File: src/sv/iiht_ram.sv
// iiht_ram: generic single-port-write, one-port-read ram with registered read
// no dependencies
`default_nettype none
module iiht_ram #(
    parameter int WIDTH = 8,
    parameter int DEPTH = 256
) (
    input  wire logic                     clk,
    input  wire logic                     we,
    input  wire logic [$clog2(DEPTH)-1:0] waddr,
    input  wire logic [WIDTH-1:0]         wdata,
    input  wire logic [$clog2(DEPTH)-1:0] raddr,
    output logic      [WIDTH-1:0]         rdata
);
    logic [WIDTH-1:0] mem [DEPTH];

    always_ff @(posedge clk)
    begin
        if (we)
        begin
            mem[waddr] <= wdata;
        end
        rdata <= mem[raddr];
    end
endmodule
`default_nettype wire

File: config.mk
export PLATFORM = sky130hd
export DESIGN_NAME = iiht_ram
export DESIGN_NICKNAME = d
export VERILOG_FILES = /design/src/sv/iiht_ram.sv
export SDC_FILE = /design/constraint.sdc
export NUM_CORES = 2
export LEC_CHECK = 0
export BUFFER_PORTS_ARGS = -buffer_cell sky130_fd_sc_hd__buf_2
export CORE_UTILIZATION = 60
export DETAILED_ROUTE_END_ITERATION = 8
export PLACE_DENSITY = 0.82
export REMOVE_ABC_BUFFERS = 1
export SLEW_MARGIN = 20
export SYNTH_ARGS = -nofsm -noshare
export SYNTH_HDL_FRONTEND = slang
export SYNTH_SLANG_ARGS = --single-unit
File: constraint.sdc
create_clock -name clk -period 2.2 [get_ports clk]
set_input_delay 0 -clock clk [delete_from_list [all_inputs] [get_ports clk]]
set_output_delay 0 -clock clk [all_outputs]
set_load 0.005 [all_outputs]
==> results.md <==
- Outcome: finished, violations left
- Failing checks: setup timing
- Register bit total from synthesis: around 2100
- DR vias/cell: 7.29
- Post-route setup slack: -0.150 ns
- Mapped Cells: between 3000 and 4000
- Maximum fanout along the worst path: 1
- Worst-path clk slew: about 0.07 ns
- Hold/Removal Path Class: in2reg
- Setup bufs post-CTS: 0
- Final setup TNS: -0.654 ns
- CTS root buffer: clkbuf_16
- Clk sinks: 2056
- Worst Setup Path Type: reg2reg
- Clock skew: a little over 0.03 ns
- Die W: 366 µm
- H-tree Lvls: 4
- Setup crit start kind: register
- Num CTS Buffers: roughly 190
- Commonest non-fill, non-tap cell in the layout: edfxtp_1
- Die area: 0.134 mm²
- Sequential area share after synthesis: 0.775
- Clock Tree Buf Depth: 3
- GRT Residual Overflow: 0
- GR Util met3: 0.115
- Final setup violation count: 8
- Fin crit period: between 2 and 2.5 ns
- Worst setup EP type: register
- F_max: about 430 MHz
- Pre-CTS WS: -0.910 ns
- Starting DRC count in detailed routing: roughly 9000
- First drt pass iteration count: 6
- Tot GR Track Use: 0.355
- Cell Rows: about 130
- Asr flop ratio synth: 0
- Finished Core Util: 0.705
- Worst-case reg-to-reg path depth: 8
- Ys flop type: edfxtp_1
- P_leak: roughly 30 nW
- Layout Cell Area excl Fill: between 0.09 and 0.1 mm²
- Drc violations: 0
- Fin crit share: 1.07
- CTS tree: done
- RSZ-0062 raised after global routing: yes
- Post-DP Area: 0.0862 mm²
- Post-synth EDFFs: between 2000 and 2500
- Worst skew pair latency: around 0.83 ns
- DRT antenna net count: 0
- Synth Warn #: 0
- Total power: approximately 79 mW
- Initial antenna violation count: 9
- Final hold vios: 0
- Worst Tran Pin Value: just over 0.9 ns
- Post-DP HPWL: about 130000 µm
- P per Cell Area: 858 mW/mm²
- Die Y-Extent: approximately 370 µm
- Final WL: 238000 µm
- Vias in the first global route: 46300
- CORE AREA: between 0.1 and 0.15 mm²
- Worst IR Drop VDD: 0.927 mV
- Largest net degree at the start of global routing: roughly 110
- Post-synth cell types: 55
- Worst EP arrival: 3.05 ns
- Global route hottest layer: met2
- Commonest non-fill, non-tap cells in the layout: edfxtp_1, buf_4, mux4_2, nor2_1, clkbuf_16
- Layout area overhead: 16.5%
- Required @ worst endpoint: just under 3 ns
- Average size of a mapped cell: approximately 21 µm²
- GR Layer Usage met2: 0.556
- Layout cells sized above 1: 0.327
- # fillers: slightly below 7000
- GPL Wtd Cong: 0.980
- Initial Utilization: 0.605
- Cells on Worst Hold Path: 5
- Global Route met1 Usage: 0.429
- Global-route wire length before repair: between 300000 and 400000 µm
- IO buf count: 33
- Max_cap viols: 0
- Slew headroom: 0.386
- Vias: 45900
- Max Slew Vio Count: 0
- Mapped Area: slightly below 0.08 mm²
- Fin nets: ~4400
- I/O pin total: 34
- WL per Instance: between 30 and 40 µm
==> cell families (layout without fill, tap and decap cells) <==
logic type,count (synthesis),after routing,synth area share
AND/OR/NAND/NOR,466,466,0.0263
buffers and inverters,235,1029,0.0183
AO/OA/AOI/OAI,385,385,0.0342
other,0,12,0
multiplexers,591,591,0.146
flip-flops,2056,2056,0.775
==> worst max-delay path, cell delays in order, from the launching register on <==
cell,delay (ns)
edfxtp_1,0.41
mux4_2,0.53
mux4_2,0.49
nor2_2,0.12
a2111oi_0,0.09
buf_4,0.18
nor3_2,0.18
buf_4,0.18
nor4_2,0.05
==> through the flow <==
stage | hold WS, ns | instances
floorplan | 0.0989 | 3500
detailed placement | 0.470 | 5930
finish | 0.124 | 6294
global placement | 0.466 | 5930
global route | 0.0892 | 6284
CTS | 0.0217 | 6286
==> path summary, 6_finish.rpt <==
kind / from / end / slack (ns)
min: waddr[1] / mem[133][3]$_DFFE_PP_ / 0.12
max reg2reg: mem[131][0]$_DFFE_PP_ / rdata[0]$_DFF_P_ / -0.15
min reg2reg: mem[40][3]$_DFFE_PP_ / rdata[3]$_DFF_P_ / 1.05
max: mem[131][0]$_DFFE_PP_ / rdata[0]$_DFF_P_ / -0.15
==> flip-flops by register name, summed over array words and instances (netlist names) <==
register	count
mem	2048
rdata	8
==> power by group <==
part,internal [mW],total (mW),leakage [nW],switching (mW)
clock,16.8,31.3,2.76,14.6
sequential,43.2,43.3,18.5,0.100
combinational,1.82,4.88,8.67,3.06
==> layer usage <==
metal,vias up,wire length [µm]
met4,8,19500
li1,17000,-
met5,-,55
met3,1262,36400
met1,22600,70900
met2,4979,111000
==> timing repair <==
action,4_1_cts,5_1_grt
gates resized for setup,60,56
endpoints found under the hold margin,892,0
pin swaps,18,33
hold buffers,25,0
endpoints found under the setup margin,8,19
==> layout make-up <==
| cell class | count | area (µm²) | share of cell area |
|---|---|---|---|
| timing repair buffer | 692 | 6030 | 0.0650 |
| multi-input combinational | 1442 | 17100 | 0.184 |
| sequential | 2056 | 61700 | 0.666 |
| antenna | 12 | 30.0 | 0.000324 |
| clock inverter | 98 | 694 | 0.00750 |
| inverter | 2 | 7.51 | 0.0000810 |
| clock buffer | 237 | 4960 | 0.0536 |
| tap | 1755 | 2200 | 0.0237 |
==> cells in the mapped netlist, types with 3 or more instances <==
cell / n / area [µm²]
buf_4: 27 / 203
edfxtp_1: 2048 / 61500
buf_12: 8 / 160
nor4_2: 3 / 37.5
nor2_1: 282 / 1060
nor3_1: 22 / 110
buf_8: 13 / 195
mux4_2: 454 / 10200
o22ai_1: 28 / 175
a22oi_1: 133 / 998
a211oi_1: 16 / 120
nand3_1: 34 / 170
buf_6: 21 / 236
clkbuf_1: 111 / 417
or2_2: 4 / 25.0
nor2b_1: 31 / 194
mux2i_1: 134 / 1340
buf_2: 31 / 155
a21oi_1: 96 / 480
o32ai_1: 4 / 35.0
nor4_1: 24 / 150
and2_1: 6 / 37.5
o211ai_1: 10 / 75.1
a22o_1: 8 / 70.1
nand4_1: 10 / 62.6
o221ai_1: 46 / 403
dfxtp_1: 8 / 160
nand2b_1: 8 / 50.1
a221oi_1: 13 / 114
nand2_1: 33 / 124
o21ai_0: 10 / 50.1
o22a_1: 5 / 43.8
buf_1: 22 / 82.6
(Power assumes the default switching activity.)
