[src/sv/iiht_pkg.sv]
// iiht_pkg: shared types and constants for the identifier intern hash table
// no dependencies
`default_nettype none
package iiht_pkg;
    localparam int BUCKETS    = 256;
    localparam int MAX_LENGTH = 32;
    localparam int SLOT_W     = $clog2(BUCKETS);
    localparam int CHAR_W     = $clog2(MAX_LENGTH);
    localparam int LEN_W      = $clog2(MAX_LENGTH + 2);
    localparam int QDEPTH     = 2;
    localparam logic [63:0] FNV_BASIS = 64'hcbf29ce484222325;

    typedef enum logic [1:0] {
        ST_OK       = 2'd0,
        ST_LIMIT    = 2'd1,
        ST_TOO_LONG = 2'd2
    } status_t;

    // one finished spelling passed from front to back
    typedef struct packed {
        logic [63:0]      hash;
        logic [LEN_W-1:0] len;
        logic             buf_sel;
    } job_t;

    typedef enum logic [2:0] {
        BK_IDLE,
        BK_READ,
        BK_CHECK,
        BK_CMP,
        BK_COPY,
        BK_DONE
    } bk_state_t;

    function automatic logic [63:0] fnv_step(input logic [63:0] h, input logic [7:0] b);
        logic [63:0] x;
        x = h ^ {56'd0, b};
        return x + (x << 1) + (x << 4) + (x << 5) + (x << 7) + (x << 8) + (x << 40);
    endfunction
endpackage
`default_nettype wire

[src/sv/iiht_front.sv]
// iiht_front: byte intake, fnv-1a hashing and spelling buffer writes
// depends on iiht_pkg
`default_nettype none
module iiht_front (
    input  wire logic                        clk,
    input  wire logic                        rst_n,
    input  wire logic                        take,
    input  wire logic [7:0]                  char_byte,
    input  wire logic                        end_of_spelling,
    input  wire logic                        q_full,
    output logic                             q_push,
    output iiht_pkg::job_t                   q_job,
    output logic                             pb_we,
    output logic [iiht_pkg::CHAR_W:0]        pb_waddr,
    output logic [7:0]                       pb_wdata,
    output logic                             stall
);
    import iiht_pkg::*;

    logic [63:0]      hash_reg, hash_next;
    logic [LEN_W-1:0] len_reg, len_next;
    logic             sel_reg;
    logic [63:0]      h_new;
    logic [LEN_W-1:0] l_new;

    assign stall = q_full;
    assign h_new = fnv_step(hash_reg, char_byte);
    assign l_new = (len_reg <= LEN_W'(MAX_LENGTH)) ? len_reg + 1'b1 : len_reg;

    assign pb_we    = take && (len_reg < LEN_W'(MAX_LENGTH));
    assign pb_waddr = {sel_reg, len_reg[CHAR_W-1:0]};
    assign pb_wdata = char_byte;

    assign q_push      = take && end_of_spelling;
    assign q_job.hash  = h_new;
    assign q_job.len   = l_new;
    assign q_job.buf_sel = sel_reg;

    always_comb
    begin
        hash_next = hash_reg;
        len_next  = len_reg;
        if (take)
        begin
            hash_next = end_of_spelling ? FNV_BASIS : h_new;
            len_next  = end_of_spelling ? '0 : l_new;
        end
    end

    always_ff @(posedge clk or negedge rst_n)
    begin
        if (!rst_n)
        begin
            hash_reg <= FNV_BASIS;
            len_reg  <= '0;
            sel_reg  <= 1'b0;
        end
        else
        begin
            hash_reg <= hash_next;
            len_reg  <= len_next;
            if (q_push)
            begin
                sel_reg <= ~sel_reg;
            end
        end
    end

    a_len_bound: assert property (@(posedge clk) disable iff (!rst_n)
        len_reg <= LEN_W'(MAX_LENGTH + 1))
        else $error("length counter overran");
    a_reset_after_end: assert property (@(posedge clk) disable iff (!rst_n)
        q_push |=> (len_reg == '0 && hash_reg == FNV_BASIS))
        else $error("front state not cleared after end");
    a_no_push_full: assert property (@(posedge clk) disable iff (!rst_n)
        q_push |-> !q_full)
        else $error("push into full queue");
endmodule
`default_nettype wire

[config.mk]
export PLATFORM = sky130hd
export DESIGN_NAME = iiht_front
export DESIGN_NICKNAME = d
export VERILOG_FILES = /design/src/sv/iiht_pkg.sv /design/src/sv/iiht_front.sv
export SDC_FILE = /design/constraint.sdc
export NUM_CORES = 1
export LEC_CHECK = 0
export ABC_AREA = 0
export CELL_PAD_IN_SITES_DETAIL_PLACEMENT = 1
export CELL_PAD_IN_SITES_GLOBAL_PLACEMENT = 1
export CORE_ASPECT_RATIO = 1.5
export CORE_UTILIZATION = 47
export CTS_CLUSTER_SIZE = 20
export DETAILED_ROUTE_END_ITERATION = 8
export DONT_BUFFER_PORTS = 1
export MAX_ROUTING_LAYER = met4
export PLACE_DENSITY_LB_ADDON = 0.05
export REMOVE_ABC_BUFFERS = 1
export SYNTH_ARGS = -nofsm -noshare
export SYNTH_HDL_FRONTEND = slang
export SYNTH_SLANG_ARGS = --single-unit
[constraint.sdc]
create_clock -name clk -period 8 [get_ports clk]
set_input_delay 1.6 -clock clk [delete_from_list [all_inputs] [get_ports clk]]
set_output_delay 1.6 -clock clk [all_outputs]
set_load 0.05 [all_outputs]
==> reports/results.tsv <==
metric	value	unit
final.min_clock_period	7.918	ns
nFillCells	3370	
port_buffers	0	
clk_path_buf_depth	2	
cts.htree.levels	3	
gr-total-overflow	0	
worst-path-max-fanout	6	
post_cts_clock_slew_at_the_launch_and_capture_registers_of_the_worst_setup_and_hold_paths	0.06	ns
synth_seq_area_share	0.1299	
synthDominantCellAreaShare	0.3516	
placed_area	0.01525	mm^2
syn_inst	1511	
detailed_route_vias_per_instance	5.426	
numCtsBuffers	9	
crit_buf_inv	4	
drt_first_pass_iters	5	
post-route-period-util	0.9898	
outcome	finished, final reports clean	
mostFrequentLayoutCells	sky130_fd_sc_hd__inv_1, sky130_fd_sc_hd__fa_1, sky130_fd_sc_hd__buf_4	
area_of_all_placed_cells_without_fillers	0.01597	mm^2
critPathLaunchType	input port	
largest_reg_flops	64	
first_pass_grt_wire_length	71130	um
num_vias	10927	
finish.utilization	0.5526	
core_region_area	0.02891	mm^2
skew	0.01362	ns
drt_drc_violations_left	0	
setup_viol_count_final	0	
area_growth_syn_to_layout	14.52	%
setup_slack	0.08152	ns
final-max-slew-violation-count	0	
synth.distinct_cells	79	
mean_syn_cell_area	9.231	um^2
placement_rows	76	
worstSetupEndpointType	output port	
tritoncts	yes	
largest_incremental_delay_on_the_critical_path	0.61	ns
synth_enable_flop_cells	0	
die_area	0.03038	mm^2
timing.max_slew.rel_slack	0.1582	
synth_seq_cells	71	
synth_ff_type	sky130_fd_sc_hd__dfrtp_1	
post_dp_hpwl	37870	um
mappedNetlistArea	0.01395	mm^2
ant_nets	0	
timing.hold.worst.class	reg -> reg	
arrival	6.32	ns
worst-slew-pin-transition	1.254	ns
final-hold-violation-count	0	
final_common_cell	sky130_fd_sc_hd__inv_1	
grtUsageTotal	0.3324	
critPathKind	in -> out	
die_width	142.7	um
yosys_warnings	0	
design.portCount	101	
max_freq	0.1263	GHz
crit_path_top_delay_cell	sky130_fd_sc_hd__fa_2	
antenna_cells	0	
grt_pass1_vias	12757	
maxCapViolations	0	
critical_path_s_top_delay_family	adder cells	
cp_cell_sequence	xnor2_1 > buf_4 > inv_1 > fa_1 > fa_1 > fa_2 > ha_4 > ha_4 > a21o_1 > a221o_1 > a31oi_1 > nand3_4 > nand4_1 > a21oi_1 > nor3_2 > buf_12 > o21a_1 > xnor2_1 > buf_4	
clock_network_latency_to_the_later_pin_of_the_worst_skew_pair	0.38	ns
antenna_found_initial	0	
die_height	213.0	um
layout.nets	1989	
route.detailed.wl_per_inst	22.74	um
wirelength	45800	um
cp.required	6.40	ns
layout-drive-gt1-share	0.1736	
detailedPlace.worstSlack	-0.2466	ns
async_flop_share	1.000	
initial_utilization	0.4825	
clkSinkCount	71	
ys_top_cells_by_area	sky130_fd_sc_hd__fa_1, sky130_fd_sc_hd__inv_1, sky130_fd_sc_hd__ha_1	
post-synth-top-area-cell	sky130_fd_sc_hd__fa_1	
clock_tree.root_cell	sky130_fd_sc_hd__clkbuf_16	
grt_start_max_net_pins	72	
first_iter_violations	403	
routabilityCongestion	0.9515	
through the flow:
step	TNS, ns	instances	hold WS [ns]
after floorplan	-8.318	1451	0.4681
after global placement	-0.7401	1989	0.4889
after detailed placement	-1.333	1989	0.4956
after CTS	0	2009	0.5139
after global routing	-0.2763	2014	0.5295
final	0	2014	0.5106
worst paths after layout:
path	end	start	cells past startpoint	slack [ns]
worst min-delay path	hash_reg[50]$_DFFE_PN0P_	hash_reg[50]$_DFFE_PN0P_	1	0.51
worst max register to register	hash_reg[60]$_DFFE_PN0P_	hash_reg[37]$_DFFE_PN1P_	21	2.11
min in group asynchronous	hash_reg[61]$_DFFE_PN0P_	rst_n	0	0.92
worst max-delay path	q_job[66]	char_byte[5]	19	0.08
max in group asynchronous	hash_reg[31]$_DFFE_PN1P_	rst_n	0	6.85
worst min register to register	hash_reg[50]$_DFFE_PN0P_	hash_reg[50]$_DFFE_PN0P_	1	0.51
Yosys cell counts (3+ instances only):
cell type,number
sky130_fd_sc_hd__clkbuf_1,20
sky130_fd_sc_hd__o21ai_0,46
sky130_fd_sc_hd__nor4_1,3
sky130_fd_sc_hd__ha_1,112
sky130_fd_sc_hd__a21oi_1,68
sky130_fd_sc_hd__clkbuf_8,3
sky130_fd_sc_hd__dfrtp_1,43
sky130_fd_sc_hd__o221a_2,5
sky130_fd_sc_hd__a2bb2oi_1,8
sky130_fd_sc_hd__o41ai_1,3
sky130_fd_sc_hd__a22o_1,20
sky130_fd_sc_hd__o21bai_1,11
sky130_fd_sc_hd__nand2_1,84
sky130_fd_sc_hd__and3_1,5
sky130_fd_sc_hd__xor2_1,25
sky130_fd_sc_hd__a211o_1,4
sky130_fd_sc_hd__nor2b_1,9
sky130_fd_sc_hd__and4_1,3
sky130_fd_sc_hd__o31a_1,6
sky130_fd_sc_hd__o21ai_1,4
sky130_fd_sc_hd__dfstp_2,28
sky130_fd_sc_hd__o211ai_1,4
sky130_fd_sc_hd__nor3_1,9
sky130_fd_sc_hd__a31oi_1,9
sky130_fd_sc_hd__nor2_1,66
sky130_fd_sc_hd__buf_6,8
sky130_fd_sc_hd__xnor2_1,57
sky130_fd_sc_hd__o31ai_1,7
sky130_fd_sc_hd__a31o_2,4
sky130_fd_sc_hd__or3_1,5
sky130_fd_sc_hd__o32ai_1,4
sky130_fd_sc_hd__nand3_1,21
sky130_fd_sc_hd__nand2b_1,4
sky130_fd_sc_hd__fa_1,245
sky130_fd_sc_hd__a21oi_2,3
sky130_fd_sc_hd__buf_4,21
sky130_fd_sc_hd__and2_1,4
sky130_fd_sc_hd__a21boi_0,4
sky130_fd_sc_hd__inv_1,408
sky130_fd_sc_hd__nand4_1,16
sky130_fd_sc_hd__a21o_1,41
sky130_fd_sc_hd__buf_2,5
sky130_fd_sc_hd__o21a_1,7
cells by family (layout without fill, tap and decap cells):
| group | count (synthesis) | count (layout) | synth area share |
|---|---|---|---|
| DFF | 71 | 71 | 0.1299 |
| muxes | 1 | 1 | 0.0007176 |
| and+or+nand+nor | 245 | 245 | 0.08432 |
| AOI/OAI and AO/OA | 286 | 286 | 0.1413 |
| xor gates and xnor gates | 82 | 82 | 0.05149 |
| adders and majority gates | 357 | 357 | 0.4521 |
| buffers and inverters | 469 | 582 | 0.1402 |
cell type report:
type / instances / area, um^2 / area share
clock inverter: 5 / 56.30 / 0.003525
timing repair buffer: 157 / 1299 / 0.08130
multi-input combinational: 971 / 10530 / 0.6589
tap: 390 / 488.0 / 0.03055
sequential: 71 / 1812 / 0.1134
clock buffer: 11 / 252.7 / 0.01582
inverter: 409 / 1541 / 0.09650
routing by layer:
metal / routed length, um / global-route usage
met1: 17040 / 0.3506
met2: 24800 / 0.6121
met3: 1541 / 0.03678
met4: 2415 / 0.1617
met5: 0 / -
what timing repair did:
item	CTS	global route
setup buffers	4	5
pin swaps	13	25
endpoints found under the setup margin	12	21
hold buffers	0	0
resized for setup	21	41
endpoints found under the hold margin	0	0
Power is not shown: default switching activity piles up to over one toggle a cycle in this logic, so the estimate is an artifact.
