==> config.mk <==
export PLATFORM = sky130hd
export DESIGN_NAME = iiht_queue
export DESIGN_NICKNAME = d
export VERILOG_FILES = /design/src/sv/iiht_pkg.sv /design/src/sv/iiht_queue.sv
export SDC_FILE = /design/constraint.sdc
export NUM_CORES = 1
export LEC_CHECK = 0
export ABC_AREA = 0
export BUFFER_PORTS_ARGS = -buffer_cell sky130_fd_sc_hd__buf_2
export CAP_MARGIN = 25
export CORE_MARGIN = 2
export CORE_UTILIZATION = 52
export DETAILED_ROUTE_END_ITERATION = 6
export GPL_TIMING_DRIVEN = 0
export PLACE_DENSITY = 0.79
export REMOVE_ABC_BUFFERS = 1
export SYNTH_ARGS = -nofsm -noshare
export SYNTH_HDL_FRONTEND = slang
export SYNTH_SLANG_ARGS = --single-unit
==> constraint.sdc <==
create_clock -name clk -period 5.7 [get_ports clk]
set_input_delay 0.57 -clock clk [delete_from_list [all_inputs] [get_ports clk]]
set_output_delay 0.57 -clock clk [all_outputs]
set_load 0.02 [all_outputs]
==> src/sv/iiht_pkg.sv <==
// iiht_pkg: shared types and constants for the identifier intern hash table
// no dependencies
`default_nettype none
package iiht_pkg;
    localparam int BUCKETS    = 256;
    localparam int MAX_LENGTH = 32;
    localparam int SLOT_W     = $clog2(BUCKETS);
    localparam int CHAR_W     = $clog2(MAX_LENGTH);
    localparam int LEN_W      = $clog2(MAX_LENGTH + 2);
    localparam int QDEPTH     = 2;
    localparam logic [63:0] FNV_BASIS = 64'hcbf29ce484222325;

    typedef enum logic [1:0] {
        ST_OK       = 2'd0,
        ST_LIMIT    = 2'd1,
        ST_TOO_LONG = 2'd2
    } status_t;

    // one finished spelling passed from front to back
    typedef struct packed {
        logic [63:0]      hash;
        logic [LEN_W-1:0] len;
        logic             buf_sel;
    } job_t;

    typedef enum logic [2:0] {
        BK_IDLE,
        BK_READ,
        BK_CHECK,
        BK_CMP,
        BK_COPY,
        BK_DONE
    } bk_state_t;

    function automatic logic [63:0] fnv_step(input logic [63:0] h, input logic [7:0] b);
        logic [63:0] x;
        x = h ^ {56'd0, b};
        return x + (x << 1) + (x << 4) + (x << 5) + (x << 7) + (x << 8) + (x << 40);
    endfunction
endpackage
`default_nettype wire

==> src/sv/iiht_queue.sv <==
// iiht_queue: two-entry request queue between front and back
// depends on iiht_pkg
`default_nettype none
module iiht_queue (
    input  wire logic           clk,
    input  wire logic           rst_n,
    input  wire logic           push,
    input  wire iiht_pkg::job_t push_job,
    input  wire logic           pop,
    output logic                full,
    output logic                not_empty,
    output iiht_pkg::job_t      head
);
    import iiht_pkg::*;

    job_t       q_reg [QDEPTH];
    logic       wp_reg, rp_reg;
    logic [1:0] cnt_reg;

    assign full      = (cnt_reg == 2'(QDEPTH));
    assign not_empty = (cnt_reg != 2'd0);
    assign head      = q_reg[rp_reg];

    always_ff @(posedge clk)
    begin
        if (push)
        begin
            q_reg[wp_reg] <= push_job;
        end
    end

    always_ff @(posedge clk or negedge rst_n)
    begin
        if (!rst_n)
        begin
            wp_reg  <= 1'b0;
            rp_reg  <= 1'b0;
            cnt_reg <= 2'd0;
        end
        else
        begin
            if (push)
            begin
                wp_reg <= ~wp_reg;
            end
            if (pop)
            begin
                rp_reg <= ~rp_reg;
            end
            cnt_reg <= cnt_reg + {1'b0, push} - {1'b0, pop};
        end
    end

    a_no_underflow: assert property (@(posedge clk) disable iff (!rst_n)
        pop |-> not_empty)
        else $error("queue pop while empty");
    a_count_bound: assert property (@(posedge clk) disable iff (!rst_n)
        cnt_reg <= 2'(QDEPTH))
        else $error("queue count overran");
    a_no_overflow: assert property (@(posedge clk) disable iff (!rst_n)
        push |-> (!full || pop))
        else $error("queue push while full");
endmodule
`default_nettype wire

==> reports/results.tsv, run 1 <==
metric	value	unit
run status	completed	
ordered cell list for the critical path	buf_16, mux2_4, buf_2	
sequential area share after synthesis	76.9	%
layout cells sized above 1	62.1	%
GRT Util Overall	15.9	%
clock tree sinks	146	
Mapped Cells	236	
number of cells on the worst hold path	1	
number of gates given a new drive strength after cts	0	
share of synthesized cell area in full adder, half adder and majority cells	0.441	%
path type of the worst min-delay path	primary input to flop	
count of max-cap constraint violations	0	
Crit path required time	5130	ps
vias per std cell	4.89	
Worst Skew	5.26	ps
iteration-0 DRC count of the detailed router	84	
# fillers	744	
WP data arrival	2200	ps
total inserted antenna cells	0	
power per cell area	542	mW/mm^2
dpl cells	519	
Max Fanout on Critical Path	43	
core region area	0.0107	sq mm
number of nets with antenna violations after routing	0	
die boundary height	108	um
main combinational cell family by area after synthesis	multiplexers	
Max transition margin	60.3	%
delay of the slowest cell on the worst path	800	ps
synthesized-area fraction occupied by ao, oa, aoi and oai cells	0	%
post-CTS setup-driven buffer insertion count	0	
Final HPWL DP	5990	um
die area	0.0118	sq mm
first-pass iteration count of the detailed router	4	
fin. max-slew vios	0	
library cell contributing the largest single delay on the critical path	sky130_fd_sc_hd__dfrtp_4	
period utilisation layout	48.5	%
Largest register FFs	142	
multiplexer area fraction after synthesis	18.7	%
peak supply drop	0.000422	V
clock insertion delay at the later pin of the skew report	500	ps
number of synthesized register bits	146	
final-report hold violation count	0	
unrepaired setup endpoints after global routing	no	
buffer depth of the longest clock path	2	
TritonCTS clock tree	done	
mean cell area of the mapped netlist	24.0	sq um
leakage	0.00293	uW
H-tree lvl count	4	
initial antenna violation count	0	
total wire length after detailed routing	9030	um
count of yosys warnings during synthesis	0	
Post-Synth XOR/XNOR Area	0.728	%
post-synth cell types	13	
count of input and output buffers	147	
initial cell density of the core	52.8	%
Site Rows	38	
Core Util, Final	66.6	%
# setup viols final	0	
Tightest Pin Transition	595	ps
final critical delay including setup and external delays	2770	ps
Final GP Congestion	0.651	
Area growth syn-to-layout	26.2	%
number of global-route vias before repair	2747	
CP startpoint kind	flop	
DRC errors left	0	
via total after detailed routing	2701	
filler-free cell count of the finished design	552	
number of buffers inserted during clock tree synthesis	17	
upper clock frequency limit	0.362	GHz
gr ovfl total	0	
number of I/O pins	148	
share of synthesized cell area in and, or, nand and nor gates	0.441	%
worst slack after detailed placement	3430	ps
total negative slack	0	ps
Worst Reg2Reg Path Length in Cells	3	
min setup slack post-route	2930	ps
horizontal die dimension	108	um
final worst hold slack	250	ps
post-CTS clock slew at the launch and capture registers of the worst setup and hold paths	60	ps
maximum number of pins on one net before global-route repair	63	
mean routed wirelength per cell	16.4	um
wire length of the first global-routing pass	13500	um
area of the mapped netlist	0.00567	sq mm
Critical Path End Type	output pin	
Final Net Count	476	
critical path class	flop to output pin	
library cell used as clock root buffer	sky130_fd_sc_hd__clkbuf_8	
cells by family (layout without fill, tap and decap cells):
| family | after synthesis | in the layout |
|---|---|---|
| mux | 71 | 71 |
| xor+xnor | 3 | 3 |
| buf+inv | 10 | 186 |
| fa+ha+maj | 2 | 2 |
| flops | 146 | 146 |
| simple gates | 4 | 4 |
worst max-delay path, delay by kind of cell, from the launching register on:
kind	cells	cell delay [ps]
flip-flops	1	800
buffers and inverters	2	510
multiplexers	1	340
cell usage after synthesis:
library cell	count	area, sq um
sky130_fd_sc_hd__inv_1	2	7.51
sky130_fd_sc_hd__or2_2	1	6.26
sky130_fd_sc_hd__nor2b_1	2	12.5
sky130_fd_sc_hd__ha_1	2	25.0
sky130_fd_sc_hd__xor3_1	1	23.8
sky130_fd_sc_hd__and2_1	1	6.26
sky130_fd_sc_hd__mux2_2	2	22.5
sky130_fd_sc_hd__edfxtp_1	142	4260
sky130_fd_sc_hd__dfrtp_1	4	100
sky130_fd_sc_hd__buf_12	7	140
sky130_fd_sc_hd__xor2_1	2	17.5
sky130_fd_sc_hd__mux2_4	69	1040
sky130_fd_sc_hd__buf_6	1	11.3
metal layers:
layer / global-route usage [%] / up-vias / wire length [um]
li1: - / 1263 / -
met1: 18.1 / 1331 / 3530
met2: 26.4 / 103 / 4790
met3: 6.15 / 4 / 674
met4: 7.42 / 0 / 36
met5: 0 / - / 0
power breakdown:
| group | total [uW] | switching [uW] | internal, uW |
|---|---|---|---|
| registers | 1540 | 116 | 1430 |
| clock network | 1110 | 401 | 708 |
| logic | 1230 | 637 | 590 |
metrics by stage:
stage	area, sq um	total power (uW)
4_1_cts	7160	3940
5_1_grt	7160	4060
2_1_floorplan	5520	2500
3_5_place_dp	6540	2810
3_3_place_gp	6430	2870
6_report	7160	3880
cell usage in the layout, fill, tap and decap left out, types with 3 or more instances in the layout:
cell and n:
sky130_fd_sc_hd__buf_2 147, sky130_fd_sc_hd__edfxtp_1 142, sky130_fd_sc_hd__mux2_4 69, sky130_fd_sc_hd__clkbuf_16 16
sky130_fd_sc_hd__bufinv_16 4, sky130_fd_sc_hd__clkinvlp_4 3, sky130_fd_sc_hd__clkinv_2 3, sky130_fd_sc_hd__dfrtp_1 3
timing repair:
item,4_1_cts,5_1_grt
setup endpoints to repair,0,0
hold buffers,1,0
hold endpoints to repair,4,0
final cells by class:
| cell class | instances | area [sq um] | share of cell area, % |
|---|---|---|---|
| Sequential cell | 146 | 4370 | 61.0 |
| Multi-Input combinational cell | 80 | 1160 | 16.2 |
| Timing Repair Buffer | 152 | 841 | 11.7 |
| Clock buffer | 18 | 418 | 5.84 |
| Clock inverter | 14 | 188 | 2.62 |
| Tap cell | 140 | 175 | 2.45 |
| Inverter | 2 | 7.51 | 0.105 |
path summary, 6_finish.rpt:
kind / start / end / slack (ps)
worst max-delay path: rp_reg / head[65] / 2930
worst min-delay path: push_job[33] / q_reg[0][33] / 250
worst max register to register: wp_reg / q_reg[0][28] / 4080
worst min register to register: wp_reg / wp_reg / 550
max in group asynchronous: rst_n / rp_reg / 5160
min in group asynchronous: rst_n / cnt_reg[1] / 400
Power figures use the tool's default switching activity.
==> inputs of run 2 (changes only) <==
--- a/config.mk
+++ b/config.mk
@@ -9,10 +9,10 @@
 export BUFFER_PORTS_ARGS = -buffer_cell sky130_fd_sc_hd__buf_2
 export CAP_MARGIN = 25
 export CORE_MARGIN = 2
-export CORE_UTILIZATION = 52
+export CORE_UTILIZATION = 47
 export DETAILED_ROUTE_END_ITERATION = 6
 export GPL_TIMING_DRIVEN = 0
-export PLACE_DENSITY = 0.79
+export PLACE_DENSITY = 0.75
 export REMOVE_ABC_BUFFERS = 1
 export SYNTH_ARGS = -nofsm -noshare
 export SYNTH_HDL_FRONTEND = slang
==> constraint.sdc (replaced) <==
create_clock -name clk -period 2.5 [get_ports clk]
set_input_delay 0.25 -clock clk [delete_from_list [all_inputs] [get_ports clk]]
set_output_delay 0.25 -clock clk [all_outputs]
set_load 0.02 [all_outputs]
==> run 2 against run 1 <==
Non-clock buffer count grew 1. Worst hold slack worse by 220 ps. Via count shrank 0.89%. Register-to-register slack worse by 3100 ps. Total power rose by 140%. Critical path type unchanged. Largest cell class unchanged. Largest power group unchanged.
==> reports/results.tsv, run 2 (synthesized netlist as in run 1, its figures left out) <==
metric	value	unit
vias per std cell	4.78	
post-CTS clock slew at the launch and capture registers of the worst setup and hold paths	60	ps
die area	0.0130	sq mm
Critical Path End Type	output pin	
clock power share	30.2	%
TritonCTS clock tree	done	
most used cells in the layout excluding fill and tap cells	147 x sky130_fd_sc_hd__buf_2, 142 x sky130_fd_sc_hd__edfxtp_1, 69 x sky130_fd_sc_hd__mux2_4	
maximum number of pins on one net before global-route repair	44	
standard cell area after detailed placement	0.00655	sq mm
cell area after layout	0.00723	sq mm
GRT Util Overall	14.5	%
peak supply drop	0.000727	V
Crit path required time	2250	ps
via total after detailed routing	2677	
Largest register FFs	142	
power share of the sequential group	38.2	%
period utilisation layout	88.3	%
total negative slack	0	ps
layout cells sized above 1	61.7	%
initial cell density of the core	47.6	%
fin. max-slew vios	0	
number of buffers inserted during clock tree synthesis	17	
iteration-0 DRC count of the detailed router	131	
WP data arrival	1960	ps
CP startpoint kind	flop	
total wire length after detailed routing	9270	um
Final HPWL DP	5890	um
DRC errors left	0	
number of global-route vias before repair	2806	
number of gates given a new drive strength after cts	0	
mean routed wirelength per cell	16.6	um
switching portion of total power	28.9	%
Area growth syn-to-layout	27.4	%
buffer depth of the longest clock path	2	
die boundary height	114	um
wire length of the first global-routing pass	13900	um
clock tree sinks	146	
# fillers	893	
Max transition margin	69.1	%
final critical delay including setup and external delays	2210	ps
delay of the slowest cell on the worst path	710	ps
most common cell after layout, fill and taps aside	sky130_fd_sc_hd__buf_2	
count of input and output buffers	147	
combinational cell fraction of total power	31.6	%
Site Rows	40	
leakage	0.00297	uW
horizontal die dimension	114	um
gr ovfl total	0	
# setup viols final	0	
Worst Skew	3.40	ps
library cell used as clock root buffer	sky130_fd_sc_hd__clkbuf_16	
critical path class	flop to output pin	
ordered cell list for the critical path	buf_16, mux2_4, buf_2	
initial antenna violation count	1	
number of I/O pins	148	
upper clock frequency limit	0.453	GHz
switching power total	2630	uW
core region area	0.0119	sq mm
library cell contributing the largest single delay on the critical path	sky130_fd_sc_hd__dfrtp_4	
Final GP Congestion	0.667	
number of nets with antenna violations after routing	0	
clock insertion delay at the later pin of the skew report	410	ps
unrepaired setup endpoints after global routing	no	
run status	completed	
Max Fanout on Critical Path	36	
Final Net Count	477	
cell internal power dissipation	6490	uW
total inserted antenna cells	0	
final-report hold violation count	0	
count of max-cap constraint violations	0	
power per cell area	1260	mW/mm^2
first-pass iteration count of the detailed router	4	
path type of the worst min-delay path	primary input to flop	
Tightest Pin Transition	462	ps
H-tree lvl count	4	
-- run 2: cell types whose count changed in the layout (fill, tap and decap cells not counted), moves of 2 or more --
| cell | delta |
|---|---|
| sky130_fd_sc_hd__clkbuf_1 | +2 |
| sky130_fd_sc_hd__clkinvlp_4 | -2 |
| sky130_fd_sc_hd__bufinv_16 | +2 |
| sky130_fd_sc_hd__clkinv_4 | -2 |
-- run 2: routing by layer --
metal,vias up,global-route usage (%),part of all wire (%)
li1,1264,-,-
met1,1309,16.4,42
met2,93,24.0,50
met3,11,6.00,6.8
met4,0,6.59,1.5
met5,-,0,0
-- run 2: layout make-up --
| class | instances | area, sq um | share of cell area [%] |
|---|---|---|---|
| inverters | 2 | 7.51 | 0.104 |
| clock inverters | 12 | 211 | 2.93 |
| repair buffers | 153 | 861 | 11.9 |
| clock buffers | 20 | 437 | 6.04 |
| well taps | 147 | 184 | 2.54 |
| flip-flops and latches | 146 | 4370 | 60.4 |
| multi-input cells | 80 | 1160 | 16.0 |
-- run 2: critical path: cells and delay by family (launching register included) --
kind / cells / cell delay, ps
flops: 1 / 710
buf+inv: 2 / 470
mux: 1 / 340
-- run 2: what timing repair did --
item                                    4_1_cts  5_1_grt
hold buffers                                  1        0
endpoints found under the hold margin         4        0
buffers inserted                              0        1
endpoints found under the setup margin        0        8
-- run 2: power by group through the flow --
stage,Clock [uW],Combinational [uW],Sequential (uW)
2_1_floorplan,0,2020,3670
6_report,2750,2880,3480
4_1_cts,2820,2820,3560
3_3_place_gp,0,2390,3710
3_5_place_dp,0,2820,3610
5_1_grt,2910,3060,3530
-- run 2: final timing paths --
check,start,endpoint,slack (ps),depth (start not counted)
max in group asynchronous,rst_n,rp_reg,2170,2
min in group asynchronous,rst_n,cnt_reg[0],190,2
worst min-delay path,push_job[34],q_reg[1][34],30,1
worst max-delay path,rp_reg,head[62],290,3
worst max register to register,wp_reg,q_reg[1][58],980,2
worst min register to register,wp_reg,wp_reg,560,1
-- run 2: metrics by stage --
step | instances | hold slack [ps] | power [uW] | setup slack, ps | utilization, %
after CTS | 559 | 3.00 | 9200 | 47.7 | 60.5
final | 560 | 28.2 | 9120 | 294 | 60.7
after global placement | 522 | 56.0 | 6100 | -3290 | 54.1
after floorplan | 228 | -45.6 | 5690 | -1560 | -
after detailed placement | 526 | 61.0 | 6420 | 489 | 55.0
after global routing | 560 | 7.43 | 9500 | 218 | 60.7
